File: src/hdl/wpfd_pkg.sv
// Shared types and constants for the pulse frame decoder.
package wpfd_pkg;

  localparam int unsigned TimeW     = 32;
  localparam int unsigned CfgW      = 16;
  localparam int unsigned CfgIdxW   = 3;
  localparam int unsigned FrameBits = 24;
  localparam int unsigned BitCntW   = 5;
  localparam int unsigned ByteW     = 8;
  localparam int unsigned QueueDepth = 4;

  // configuration register indexes
  localparam logic [CfgIdxW-1:0] RegResetGap = 3'd0;
  localparam logic [CfgIdxW-1:0] RegZeroMin  = 3'd1;
  localparam logic [CfgIdxW-1:0] RegZeroMax  = 3'd2;
  localparam logic [CfgIdxW-1:0] RegOneMin   = 3'd3;
  localparam logic [CfgIdxW-1:0] RegOneMax   = 3'd4;

  localparam logic StatusFrame = 1'b0;
  localparam logic StatusError = 1'b1;

  typedef enum logic [1:0] {
    CLS_ZERO = 2'd0,
    CLS_ONE  = 2'd1,
    CLS_BAD  = 2'd2
  } pulse_cls_e;

  // one classified pulse, front to back
  typedef struct packed {
    logic       start;
    pulse_cls_e cls;
  } pulse_t;

  // one decoded result
  typedef struct packed {
    logic                 status;
    logic [ByteW-1:0]     third_byte;
    logic [ByteW-1:0]     second_byte;
    logic [ByteW-1:0]     first_byte;
  } result_t;

endpackage

File: src/hdl/wpfd_front.sv
// Front end: configuration registers, gap/width arithmetic and pulse classification.
module wpfd_front import wpfd_pkg::*; (
  input  logic               clk_i,
  input  logic               rst_ni,
  input  logic               cfg_we_i,
  input  logic [CfgIdxW-1:0] cfg_idx_i,
  input  logic [CfgW-1:0]    cfg_wdata_i,
  input  logic               in_valid_i,
  output logic               in_ready_o,
  input  logic [TimeW-1:0]   rise_time_i,
  input  logic [TimeW-1:0]   fall_time_i,
  output logic               push_o,
  output pulse_t             pulse_o,
  input  logic               q_ready_i
);

  logic [CfgW-1:0]  reset_gap_q, zero_min_q, zero_max_q, one_min_q, one_max_q;
  logic [TimeW-1:0] last_fall_q;
  logic [TimeW-1:0] gap, width;
  logic             in_zero, in_one;

  always_ff @(posedge clk_i or negedge rst_ni) begin
    if (!rst_ni) begin
      reset_gap_q <= 16'd2400;
      zero_min_q  <= 16'd10;
      zero_max_q  <= 16'd28;
      one_min_q   <= 16'd29;
      one_max_q   <= 16'd50;
    end else if (cfg_we_i) begin
      unique case (cfg_idx_i)
        RegResetGap: reset_gap_q <= cfg_wdata_i;
        RegZeroMin:  zero_min_q  <= cfg_wdata_i;
        RegZeroMax:  zero_max_q  <= cfg_wdata_i;
        RegOneMin:   one_min_q   <= cfg_wdata_i;
        RegOneMax:   one_max_q   <= cfg_wdata_i;
        default: ;
      endcase
    end
  end

  assign in_ready_o = q_ready_i;
  assign push_o     = in_valid_i && q_ready_i;

  always_ff @(posedge clk_i or negedge rst_ni) begin
    if (!rst_ni) begin
      last_fall_q <= '0;
    end else if (push_o) begin
      last_fall_q <= fall_time_i;
    end
  end

  // both differences wrap modulo 2^32
  assign gap   = rise_time_i - last_fall_q;
  assign width = fall_time_i - rise_time_i;

  assign in_zero = (width >= TimeW'(zero_min_q)) && (width <= TimeW'(zero_max_q));
  assign in_one  = (width >= TimeW'(one_min_q))  && (width <= TimeW'(one_max_q));

  always_comb begin
    pulse_o.start = gap > TimeW'(reset_gap_q);
    if (in_zero) begin
      pulse_o.cls = CLS_ZERO;
    end else if (in_one) begin
      pulse_o.cls = CLS_ONE;
    end else begin
      pulse_o.cls = CLS_BAD;
    end
  end

endmodule

File: src/hdl/wpfd_fifo.sv
// Short queue of classified pulses between front and back.
module wpfd_fifo import wpfd_pkg::*; #(
  parameter int unsigned Depth = QueueDepth
) (
  input  logic   clk_i,
  input  logic   rst_ni,
  input  logic   push_i,
  input  pulse_t wdata_i,
  output logic   ready_o,
  output logic   valid_o,
  input  logic   pop_i,
  output pulse_t rdata_o
);

  localparam int unsigned PtrW = (Depth > 1) ? $clog2(Depth) : 1;
  localparam int unsigned CntW = $clog2(Depth + 1);

  pulse_t            mem_q [Depth];
  logic [PtrW-1:0]   wr_ptr_q, rd_ptr_q;
  logic [CntW-1:0]   count_q;

  assign ready_o = count_q != CntW'(Depth);
  assign valid_o = count_q != '0;
  assign rdata_o = mem_q[rd_ptr_q];

  always_ff @(posedge clk_i) begin
    if (push_i) begin
      mem_q[wr_ptr_q] <= wdata_i;
    end
  end

  always_ff @(posedge clk_i or negedge rst_ni) begin
    if (!rst_ni) begin
      wr_ptr_q <= '0;
      rd_ptr_q <= '0;
      count_q  <= '0;
    end else begin
      if (push_i) begin
        wr_ptr_q <= (wr_ptr_q == PtrW'(Depth - 1)) ? '0 : wr_ptr_q + 1'b1;
      end
      if (pop_i) begin
        rd_ptr_q <= (rd_ptr_q == PtrW'(Depth - 1)) ? '0 : rd_ptr_q + 1'b1;
      end
      if (push_i && !pop_i) begin
        count_q <= count_q + 1'b1;
      end else if (pop_i && !push_i) begin
        count_q <= count_q - 1'b1;
      end
    end
  end

  a_no_overflow: assert property (@(posedge clk_i) disable iff (!rst_ni)
    !(push_i && !ready_o)) else $error("push into full queue");
  a_no_underflow: assert property (@(posedge clk_i) disable iff (!rst_ni)
    !(pop_i && !valid_o)) else $error("pop from empty queue");
  a_count_bound: assert property (@(posedge clk_i) disable iff (!rst_ni)
    count_q <= CntW'(Depth)) else $error("queue count out of range");

endmodule

File: src/hdl/wpfd_back.sv
// Back end: frame tracking, bit assembly and the output register.
module wpfd_back import wpfd_pkg::*; (
  input  logic    clk_i,
  input  logic    rst_ni,
  input  logic    q_valid_i,
  input  pulse_t  q_data_i,
  output logic    pop_o,
  output logic    out_valid_o,
  input  logic    out_ready_i,
  output result_t out_o
);

  logic                 in_frame_q;
  logic [BitCntW-1:0]   bits_taken_q;
  logic [FrameBits-1:0] bit_shift_q;
  logic                 out_valid_q;
  result_t              out_q;

  logic                 frame_eff;
  logic [BitCntW-1:0]   bits_eff, bits_n;
  logic [FrameBits-1:0] shift_eff, shift_n;
  logic                 emit;
  result_t              res;
  logic                 in_frame_d;
  logic [BitCntW-1:0]   bits_taken_d;
  logic [FrameBits-1:0] bit_shift_d;

  // a waiting result blocks the back only while the sink stalls
  assign pop_o = q_valid_i && (!out_valid_q || out_ready_i);

  always_comb begin
    frame_eff = in_frame_q || q_data_i.start;
    bits_eff  = q_data_i.start ? '0 : bits_taken_q;
    shift_eff = q_data_i.start ? '0 : bit_shift_q;
    shift_n   = {shift_eff[FrameBits-2:0], q_data_i.cls == CLS_ONE};
    bits_n    = bits_eff + 1'b1;

    emit         = 1'b0;
    res          = '0;
    in_frame_d   = frame_eff;
    bits_taken_d = bits_eff;
    bit_shift_d  = shift_eff;

    if (frame_eff) begin
      case (q_data_i.cls)
        CLS_ZERO, CLS_ONE: begin
          if (bits_n == BitCntW'(FrameBits)) begin
            emit             = 1'b1;
            res.first_byte   = shift_n[3*ByteW-1:2*ByteW];
            res.second_byte  = shift_n[2*ByteW-1:ByteW];
            res.third_byte   = shift_n[ByteW-1:0];
            res.status       = StatusFrame;
            in_frame_d       = 1'b0;
            bits_taken_d     = '0;
            bit_shift_d      = '0;
          end else begin
            bits_taken_d = bits_n;
            bit_shift_d  = shift_n;
          end
        end
        default: begin
          emit         = 1'b1;
          res.status   = StatusError;
          in_frame_d   = 1'b0;
          bits_taken_d = '0;
          bit_shift_d  = '0;
        end
      endcase
    end
  end

  always_ff @(posedge clk_i or negedge rst_ni) begin
    if (!rst_ni) begin
      in_frame_q   <= 1'b0;
      bits_taken_q <= '0;
      bit_shift_q  <= '0;
      out_valid_q  <= 1'b0;
    end else begin
      if (pop_o) begin
        in_frame_q   <= in_frame_d;
        bits_taken_q <= bits_taken_d;
        bit_shift_q  <= bit_shift_d;
      end
      if (pop_o && emit) begin
        out_valid_q <= 1'b1;
      end else if (out_ready_i) begin
        out_valid_q <= 1'b0;
      end
    end
  end

  always_ff @(posedge clk_i) begin
    if (pop_o && emit) begin
      out_q <= res;
    end
  end

  assign out_valid_o = out_valid_q;
  assign out_o       = out_q;

  a_bits_bound: assert property (@(posedge clk_i) disable iff (!rst_ni)
    bits_taken_q < BitCntW'(FrameBits)) else $error("bit count past frame length");
  a_idle_clear: assert property (@(posedge clk_i) disable iff (!rst_ni)
    !in_frame_q |-> (bits_taken_q == '0 && bit_shift_q == '0))
    else $error("stale frame state outside a frame");
  a_result_from_pop: assert property (@(posedge clk_i) disable iff (!rst_ni)
    (out_valid_q && out_ready_i) |=> (out_valid_q == $past(pop_o && emit)))
    else $error("result appeared without a pulse");
  a_error_zero: assert property (@(posedge clk_i) disable iff (!rst_ni)
    (out_valid_q && out_q.status == StatusError) |->
      (out_q.first_byte == '0 && out_q.second_byte == '0 && out_q.third_byte == '0))
    else $error("error result carries data");

endmodule

File: src/hdl/ws2812_pulse_frame_decoder.sv
// Channel    Dir  Handshake                    Payload
// s_axis     in   s_axis_tvalid/s_axis_tready  tdata: rise_time[31:0], fall_time[63:32]
// m_axis     out  m_axis_tvalid/m_axis_tready  tdata: 3 colour bytes; tuser: status
// cfg        in   cfg_we_i (no wait)           cfg_idx_i, cfg_wdata_i[15:0]
//
// One pulse per cycle while the queue has room; the front classifies at acceptance
// and the back retires one queue entry per cycle unless its result is stalled.
// m_axis_tvalid comes from the output register past the queue. Reset clears the queue,
// timestamps and frame state and loads register defaults. A stalled sink holds the
// output register; the queue absorbs QDepth pulses before s_axis_tready drops.
module ws2812_pulse_frame_decoder import wpfd_pkg::*; #(
  parameter int unsigned QDepth = QueueDepth
) (
  input  logic               clk_i,
  input  logic               rst_ni,
  input  logic               cfg_we_i,
  input  logic [CfgIdxW-1:0] cfg_idx_i,
  input  logic [CfgW-1:0]    cfg_wdata_i,
  input  logic               s_axis_tvalid,
  output logic               s_axis_tready,
  input  logic [63:0]        s_axis_tdata,   // rise_time[31:0], fall_time[63:32]
  output logic               m_axis_tvalid,
  input  logic               m_axis_tready,
  output logic [23:0]        m_axis_tdata,   // first_byte[7:0], second_byte[15:8],
                                             // third_byte[23:16]
  output logic               m_axis_tuser    // status[0]
);

  logic    push, q_ready, q_valid, pop;
  pulse_t  pulse_in, pulse_out;
  result_t result;

  wpfd_front u_front (
    .clk_i       (clk_i),
    .rst_ni      (rst_ni),
    .cfg_we_i    (cfg_we_i),
    .cfg_idx_i   (cfg_idx_i),
    .cfg_wdata_i (cfg_wdata_i),
    .in_valid_i  (s_axis_tvalid),
    .in_ready_o  (s_axis_tready),
    .rise_time_i (s_axis_tdata[31:0]),
    .fall_time_i (s_axis_tdata[63:32]),
    .push_o      (push),
    .pulse_o     (pulse_in),
    .q_ready_i   (q_ready)
  );

  wpfd_fifo #(.Depth(QDepth)) u_fifo (
    .clk_i   (clk_i),
    .rst_ni  (rst_ni),
    .push_i  (push),
    .wdata_i (pulse_in),
    .ready_o (q_ready),
    .valid_o (q_valid),
    .pop_i   (pop),
    .rdata_o (pulse_out)
  );

  wpfd_back u_back (
    .clk_i       (clk_i),
    .rst_ni      (rst_ni),
    .q_valid_i   (q_valid),
    .q_data_i    (pulse_out),
    .pop_o       (pop),
    .out_valid_o (m_axis_tvalid),
    .out_ready_i (m_axis_tready),
    .out_o       (result)
  );

  assign m_axis_tdata = {result.third_byte, result.second_byte, result.first_byte};
  assign m_axis_tuser = result.status;

endmodule
File: config.mk
export PLATFORM = sky130hd
export DESIGN_NAME = ws2812_pulse_frame_decoder
export DESIGN_NICKNAME = d
export VERILOG_FILES = /design/src/hdl/wpfd_pkg.sv /design/src/hdl/wpfd_front.sv /design/src/hdl/wpfd_fifo.sv /design/src/hdl/wpfd_back.sv /design/src/hdl/ws2812_pulse_frame_decoder.sv
export SDC_FILE = /design/constraint.sdc
export NUM_CORES = 1
export LEC_CHECK = 0
export BUFFER_PORTS_ARGS = -buffer_cell sky130_fd_sc_hd__clkbuf_2
export CAP_MARGIN = 20
export CORE_UTILIZATION = 25
export CTS_CLUSTER_DIAMETER = 80
export DETAILED_ROUTE_END_ITERATION = 8
export PLACE_DENSITY = 0.44
export SLEW_MARGIN = 30
export SYNTH_ARGS = -nofsm -noshare
export SYNTH_HDL_FRONTEND = slang
export SYNTH_SLANG_ARGS = --single-unit
File: constraint.sdc
create_clock -name clk_i -period 8.45 [get_ports clk_i]
set_clock_uncertainty 0.05 [all_clocks]
set_input_delay 2.535 -clock clk_i [delete_from_list [all_inputs] [get_ports clk_i]]
set_output_delay 2.535 -clock clk_i [all_outputs]
set_load 0.1 [all_outputs]
======== Word level (Yosys, flattened, before mapping) ========
Memories as Yosys holds them, arrays and structs flattened.
Index checks and enable logic that the tools add are counted.
word-level totals
  register bits ........................... 174
  RAM bits ................................ 12
  output and inout bits ................... 27
  word-level logic and storage cells ...... 88
  memories ................................ 1
operators by class
  add/sub/neg operators ................... 7
  magnitude comparators ................... 5
  equal/unequal tests ..................... 9
  mux-type cells .......................... 25
  reduce and logical (&&, ||, !) cells .... 24
memories
  name          depth  bits a word  read ports  clocked after Yosys merged registers in  wr ports  line             RTL
  u_fifo.mem_q  4      3            1           0                                        1         wpfd_fifo.sv:18  pulse_t mem_q [Depth];
operators with widths
  cell                                           number
  2-to-1 mux 23 bit                              4
  greater-or-equal comparator 32 x 16 -> 1 bit   2
  less-or-equal comparator 32 x 16 -> 1 bit      2
  subtractor 32 bit                              2
  > comparator 32 x 16 -> 1 bit                  1
  2-to-1 mux 5 bit                               4
  2-to-1 mux 1 bit                               11
  AND reduction 2 bit                            5
  2-to-1 mux 2 bit                               4
  logical AND 1 bit                              7
  == test 3 x 2 -> 1 bit, second input constant  2
  2-to-1 mux 3 bit                               2
  adder 5 x 1 -> 5 bit, second input constant    1
  == test 5 bit, second input constant           1
  adder 2 x 1 -> 2 bit, second input constant    2
  == test 2 bit, second input constant           2
  nonzero test 2 bit                             2
  adder 3 x 1 -> 3 bit, second input constant    1
  == test 3 x 1 -> 1 bit, second input constant  1
  == test 3 bit, second input constant           1
  logical NOT 1 bit                              3
  logical NOT 3 bit                              1
  != test 3 bit, second input constant           1
  AND reduction 3 bit                            1
  other kinds (6)                                7

======== Logic depth before layout (Yosys ltp) ========
Gate-level depths: netlist of run 1.
An unclocked memory read counts as a cell.
  word-level depth ........................ 9
  gate-level depth with buffers ........... 21
  depth with buffers taken out ............ 21

======== Modules after synthesis ========
From an unflattened synthesis of run 1, not the netlist that was laid out.
second synthesis, totals
  cell total of the unflattened synthesis .. 1404
  area, all modules ....................... 12839.8 um^2
modules (own cells, without submodules)
  module      times used  cells an instance  area an instance (um^2)
  wpfd_front  1           1204               9855.7
  wpfd_back   1           147                2132.0
  wpfd_fifo   1           53                 852.1

======== Least setup slack after synthesis of run 1 ========
OpenSTA, ideal clock, no wires.
  path kind ............................... input-to-reg
  start ................................... input s_axis_tdata[0]
  end ..................................... memory u_fifo.mem_q[0][2] in the netlist's numbering, data pin
  library setup time ...................... 298 ps
  arrival ................................. 6040 ps
  required time ........................... 8102 ps
  slack ................................... 2062 ps
  cell stages on the path ................. 18
  path buffers ............................ 0
  path through ............................ inv_1 -> ha_1 -> inv_1 -> fa_1 -> a211o_1 -> a211oi_1 -> nor2_1 -> o41ai_1 -> xnor2_1 -> ha_1 -> nand4_1 -> a2111o_1 -> o211a_1 -> o21ai_0 -> nor4_1 -> o2111ai_1 -> a2111oi_0 -> nand4_1
RTL lines
  element          line                              RTL
  start, declared  ws2812_pulse_frame_decoder.sv:21  input logic [63:0] s_axis_tdata,
  end, declared    wpfd_fifo.sv:18

==> metrics.txt, run 1 <==
pwr dens 285 nW/µm²; Filler Cells Inserted 5450; deepest clock path buffer count 2; clk slew on worst S/H paths 80 ps; Syn Inst Count 1432; period utilization between 80% and 90%; RSZ-0062 raised after global routing no; most numerous cell in the Yosys netlist inv_1; row cnt 83; final wirelength 37.2 mm; Final setup viols 0; first-pass GRT wire length slightly below 60 mm; worst slew pin tran around 840 ps; vias in the first global route 10500; antenna-violating nets left 0; Final GP Congestion ~0.85; final setup TNS 0 ps; Final Max Slew Viols 0; cts hold-fix bufs 0; crit-path max FO 4; Reg2Reg Depth 16; WL/cell 16.8 µm; Syn. warnings 0; drt initial violations 592; met2 GRT Util 23.6%; post-synthesis sequential area ratio 37.5%; CP startpoint kind input pin; syn nets about 1700; Post-synth EDFFs 37; syn avg cell area 9.04 µm²; FFs w/ async S/R, synth about four fifths; hold depth 1; most crowded layer after global routing met2; share of layout cells above drive strength 1 14.2%; CTS tree done; critical path class in2reg; total track usage 14.5%; status complete, no violations; multi-input logic area 7310 µm²; Ports 115; top cells by area, synth dfrtp_1, ha_1, edfxtp_1; VDD IR-drop max 0.167 mV; DRT Pass-1 Iters 6; crit path DAT 7060 ps; post-synthesis register bit count 186; CTS sink cnt ~190; worst skew pair latency 490 ps; Overflow after GRT 0; CP endpoint kind flop; Yosys cell types 80; Critical Path RT ~8500 ps; post-route minimum period 6970 ps; GR Layer Usage met3 2.43%; Root Driver clkbuf_16; worst rel slew slack 43.5%; Via density 4.71; Post-Place Cell Area 14300 µm²; post-CTS setup buffers 0; die height 230 µm; initial antenna violation count 0; Hold/Removal Path Class reg2reg; Max Cap Violations 0; Die ar. 52700 µm²; post-synth top area share 25.7%; Die Span X around 230 µm; vias 10400; Hold Fails Final Rpt 0; # H-tree levels 4; largest net degree at the start of global routing 91; nets 1763; Storage cell area 4860 µm²; # DRC 0; Top FF cell, synth dfrtp_1; Port-buffer cells around 110; Starting Density 25.3%; Layout area overhead 14.9%; Post-CTS Resized 0; hpwl dp just under 30 mm; Post-Syn Area 12900 µm²; fmax 143 MHz; Post-Layout Inst Area 14900 µm²; grt met1 use 19.8%; leading area contributor after synthesis dfrtp_1; Core ar. roughly 51000 µm²; P_leak 0.00673 µW; Ant. Diodes 0; Num CTS Buffers 17; top post-synthesis cells by count inv_1, o21ai_0, nand2_1, ha_1, dfrtp_1
## worst paths after layout
kind,from,end,slack [ps]
worst max-delay path,s_axis_tdata[0],u_fifo.mem_q[2][2],1480
worst min-delay path,u_back.bit_shift_q[22],u_back.bit_shift_q[22],450
worst max register to register,u_front.last_fall_q[0],u_fifo.mem_q[2][2],3270
worst min register to register,u_back.bit_shift_q[22],u_back.bit_shift_q[22],450
max in group asynchronous,rst_ni,u_back.bit_shift_q[5],4980
min in group asynchronous,rst_ni,u_front.last_fall_q[1],2070
## stage by stage
step	power, µW	setup slack [ps]	hold slack, ps	util (%)	std cells
after floorplan	2920	2060	404	-	1432
after global placement	3430	1190	432	27.8	2183
final	4240	1480	453	29.1	2216
after CTS	4300	1460	455	29.0	2215
after global routing	4570	965	476	29.1	2216
after detailed placement	3440	936	437	27.9	2183
## layout by cell type, fill, tap and decap left out, types with 14 or more instances in the layout
| master | n |
|---|---|
| inv_1 | 164 |
| o21ai_0 | 161 |
| nand2_1 | 159 |
| ha_1 | 149 |
| dfrtp_1 | 133 |
| clkbuf_2 | 113 |
| a21oi_1 | 81 |
| nor2_1 | 58 |
| edfxtp_1 | 37 |
| a21o_1 | 32 |
| and2_1 | 29 |
| nand4_1 | 27 |
| mux2_2 | 23 |
| a22o_1 | 23 |
| xor2_1 | 22 |
| xnor2_1 | 19 |
| nand2b_1 | 19 |
| clkbuf_16 | 17 |
| dfstp_2 | 16 |
| o211ai_1 | 14 |
| a211oi_1 | 14 |
| nand3_1 | 14 |
## flip-flops by register name, indices dropped and copies added, names as in the netlist
name	flops
u_front.one_min_q	16
u_fifo.rd_ptr_q	2
u_back.out_valid_o	1
u_fifo.mem_q	12
u_back.out_o	25
u_front.last_fall_q	32
u_front.zero_max_q	16
u_back.bit_shift_q	23
u_fifo.wr_ptr_q	2
u_back.bits_taken_q	5
u_back.in_frame_q	1
u_fifo.count_q	3
u_front.one_max_q	16
u_front.zero_min_q	16
u_front.reset_gap_q	16
## logic make-up after synthesis
| group | share of synthesized area, % |
|---|---|
| AOI/OAI and AO/OA | 21.3 |
| and+or+nand+nor | 14.2 |
| buffers and inverters | 6.37 |
| DFF | 37.5 |
| adders and majority gates | 14.9 |
| xor gates and xnor gates | 2.77 |
| muxes | 3.00 |
## power breakdown
group          leakage [µW]  internal (µW)  switching (µW)  total, µW
registers           0.00218           1170            86.9       1260
clock network      0.000292            400             429        829
logic               0.00425            664            1490       2150
## worst max-delay path, stage by stage
cell       delay, ps
clkbuf_2          90
inv_1             60
ha_1             170
inv_1             60
fa_1             420
a211o_1          300
a211oi_1         500
nor2_1           120
o41ai_1          560
xnor2_1          140
ha_1             300
nand4_1          120
nor4_1           250
o21ai_0          160
nor4_1           330
o2111ai_1        140
a2111oi_0        480
nand4_1          330
## final cells by class
class	count	area share (%)
inverter	165	4.16
tap	680	5.72
multi-input combinational	1032	49.1
clock inverter	14	1.15
clock buffer	18	2.88
sequential	186	32.7
timing repair buffer	121	4.27
## layer usage
metal,wire length [µm],vias up,part of all wire [%]
met1,18400,4954,50
li1,-,5297,-
met4,468,0,1.3
met5,0,-,0
met2,17300,168,46
met3,1010,24,2.7
(Power assumes the default switching activity.)
==> inputs of run 2 (changes only) <==
clock period = 7.04 ns   (was 8.45 ns; I/O delays follow)
==> run 2 against run 1 <==
Sequential share of layout area fell by 0.12 points. Sequential power rose by 20%. Critical endpoint is now u_fifo.mem_q[3][2]. Largest power group unchanged. Critical path type unchanged. Global-route usage rose by 0.088 points.
==> metrics.txt, run 2 (same netlist as run 1, synthesis figures left out) <==
status complete, no violations (unchanged); VDD IR-drop max 0.195 mV (was 0.167 mV); CTS tree done (unchanged); RSZ-0062 raised after global routing no (unchanged); Die ar. 52700 µm² (unchanged); Switching Fraction 46.9% (was 47.3%); Largest Register u_front.last_fall_q (unchanged); Ports 115 (unchanged); DRT Pass-1 Iters 5 (was 6); Final setup viols 0 (unchanged); antenna-violating nets left 0 (unchanged); Overflow after GRT 0 (unchanged); Final Max Slew Viols 0 (unchanged); total track usage 14.6% (was 14.5%); share of layout cells above drive strength 1 14.5% (was 14.2%); # H-tree levels 4 (unchanged); critical path class in2reg (unchanged); Int Pwr 2730 µW (was 2240 µW); CP endpoint kind flop (unchanged); worst skew pair latency 480 ps (was 490 ps); deepest clock path buffer count 2 (unchanged); period utilization 90.7%; Core ar. 51200 µm² (unchanged); vias 10600 (was 10400); Hold/Removal Path Class reg2reg (unchanged); tightest hold margin 452 ps (was 453 ps); Hold Fails Final Rpt 0 (unchanged); Finished Layout Cells 2223 (was 2216); worst rel slew slack 45.2% (was 43.5%); drt initial violations 534 (was 592); dpl cells 2190 (was 2183); Via density 4.78 (was 4.71); max FFs per register 32 (unchanged); worst-path cell chain clkbuf_2 -> inv_1 -> ha_1 -> inv_1 -> fa_1 -> a211o_1 -> a211oi_1 -> buf_4 -> nor2_1 -> o41ai_1 -> buf_4 -> xnor2_1 -> ha_1 -> nand4_1 -> nor4_1 -> o21ai_0 -> nor4_1 -> o2111ai_1 -> a2111oi_0 -> nand4_1 (was clkbuf_2 -> inv_1 -> ha_1 -> inv_1 -> fa_1 -> a211o_1 -> a211oi_1 -> nor2_1 -> o41ai_1 -> xnor2_1 -> ha_1 -> nand4_1 -> nor4_1 -> o21ai_0 -> nor4_1 -> o2111ai_1 -> a2111oi_0 -> nand4_1); overall power 5150 µW (was 4240 µW); fmax 157 MHz; WL/cell 17.0 µm (was 16.8 µm); Combinational Power Share 50.8% (about the same); Post-CTS Resized 0 (unchanged); Final GP Congestion 0.890 (was 0.852); Layout area overhead 15.3% (was 14.9%); Root Driver clkbuf_16 (unchanged); cts hold-fix bufs 0 (unchanged); CP startpoint kind input pin (unchanged); pwr dens 345 nW/µm² (was 285 nW/µm²); Num CTS Buffers 17 (unchanged); Max Cap Violations 0 (unchanged); CP max stage delay 500 ps (was 560 ps); most frequent cells in the layout inv_1, o21ai_0, nand2_1, ha_1, dfrtp_1 (unchanged); CTS sink cnt 186 (unchanged); die height 230 µm (unchanged); P_leak 0.00677 µW (was 0.00673 µW); clock group share of total power 19.8% (was 19.5%); nets 1770 (was 1763); crit path DAT 6480 ps (was 7060 ps); Port-buffer cells 114 (unchanged); Flop pwr share 29.4% (was 29.7%); post-route minimum period 6390 ps; hpwl dp 29.7 mm (was 29.5 mm); Critical Path RT 7130 ps (was 8540 ps); Ant. Diodes 0 (unchanged); Starting Density 25.3% (unchanged); Bufs and invs on worst path 5 (was 3); cell family with the largest share of critical-path delay compound AO/OA/AOI/OAI gates (unchanged); critical path's slowest cell a2111oi_0 (was o41ai_1); vias in the first global route 10600 (was 10500); initial antenna violation count 0 (unchanged); commonest non-fill, non-tap cell in the layout inv_1 (unchanged); Final Core Density 29.2% (was 29.1%); Net Switching 2410 µW (was 2010 µW); crit-path max FO 4 (unchanged); final wirelength 37.8 mm (was 37.2 mm); final setup TNS 0 ps (unchanged); first-pass GRT wire length 59.9 mm (was 59.6 mm); post-CTS setup buffers 0 (unchanged); # DRC 0 (unchanged); worst slew pin tran 822 ps (was 840 ps); row cnt 83 (unchanged); largest net degree at the start of global routing 97 (was 91); Die Span X 230 µm (unchanged); clk slew on worst S/H paths 80 ps (about the same)
run 2: cell types whose count changed in the layout (fill, tap and decap cells not counted), sizes merged:
cell    before  now
inv        172  170
buf          7   14
bufinv       0    1
clkinv       7    8
run 2: worst paths after layout:
kind | end | from | slack [ps] | cells after the start
min | u_back.bit_shift_q[22] | u_back.bit_shift_q[22] | 450 | 1
min reg2reg | u_back.bit_shift_q[22] | u_back.bit_shift_q[22] | 450 | 1
max | u_fifo.mem_q[3][2] | s_axis_tdata[0] | 650 | 20
min in group asynchronous | u_front.last_fall_q[3] | rst_ni | 1660 | 1
max reg2reg | u_fifo.mem_q[3][2] | u_front.last_fall_q[0] | 2040 | 18
max in group asynchronous | u_back.bit_shift_q[21] | rst_ni | 4020 | 2
run 2: worst register-to-register path, delay by kind of cell, from the launching register on:
kind | cells | cell delay, ps
xor gates and xnor gates | 1 | 60
buffers and inverters | 3 | 420
adders and majority gates | 3 | 880
DFF | 1 | 370
and+or+nand+nor | 5 | 1060
AOI/OAI and AO/OA | 6 | 1820
run 2: layer usage:
metal	GRT usage [%]	wire length (µm)	up-vias
met5	0	0	-
met4	4.98	641	0
met3	1.97	1020	40
met2	24.2	17700	199
met1	19.5	18400	5064
li1	-	-	5314
run 2: cell type report:
type	count	area, µm²
Clock buffer	18	429
Clock inverter	14	176
Fill cell	5406	36300
Inverter	165	621
Multi-Input combinational cell	1032	7310
Sequential cell	186	4860
Tap cell	680	851
Timing Repair Buffer	128	684
run 2: stage by stage:
step / area [µm²] / setup WS (ps)
2_1_floorplan: 12900 / 1080
3_3_place_gp: 14300 / 402
3_5_place_dp: 14300 / 170
4_1_cts: 14900 / 689
5_1_grt: 14900 / 233
6_report: 14900 / 654
run 2: power by group through the flow:
stage               clock network [µW]  registers, µW  logic [µW]
floorplan                            0           2060        1450
global placement                     0           1530        2610
detailed placement                   0           1540        2620
CTS                               1070           1520        2630
global route                      1100           1550        2890
finish                            1020           1510        2620
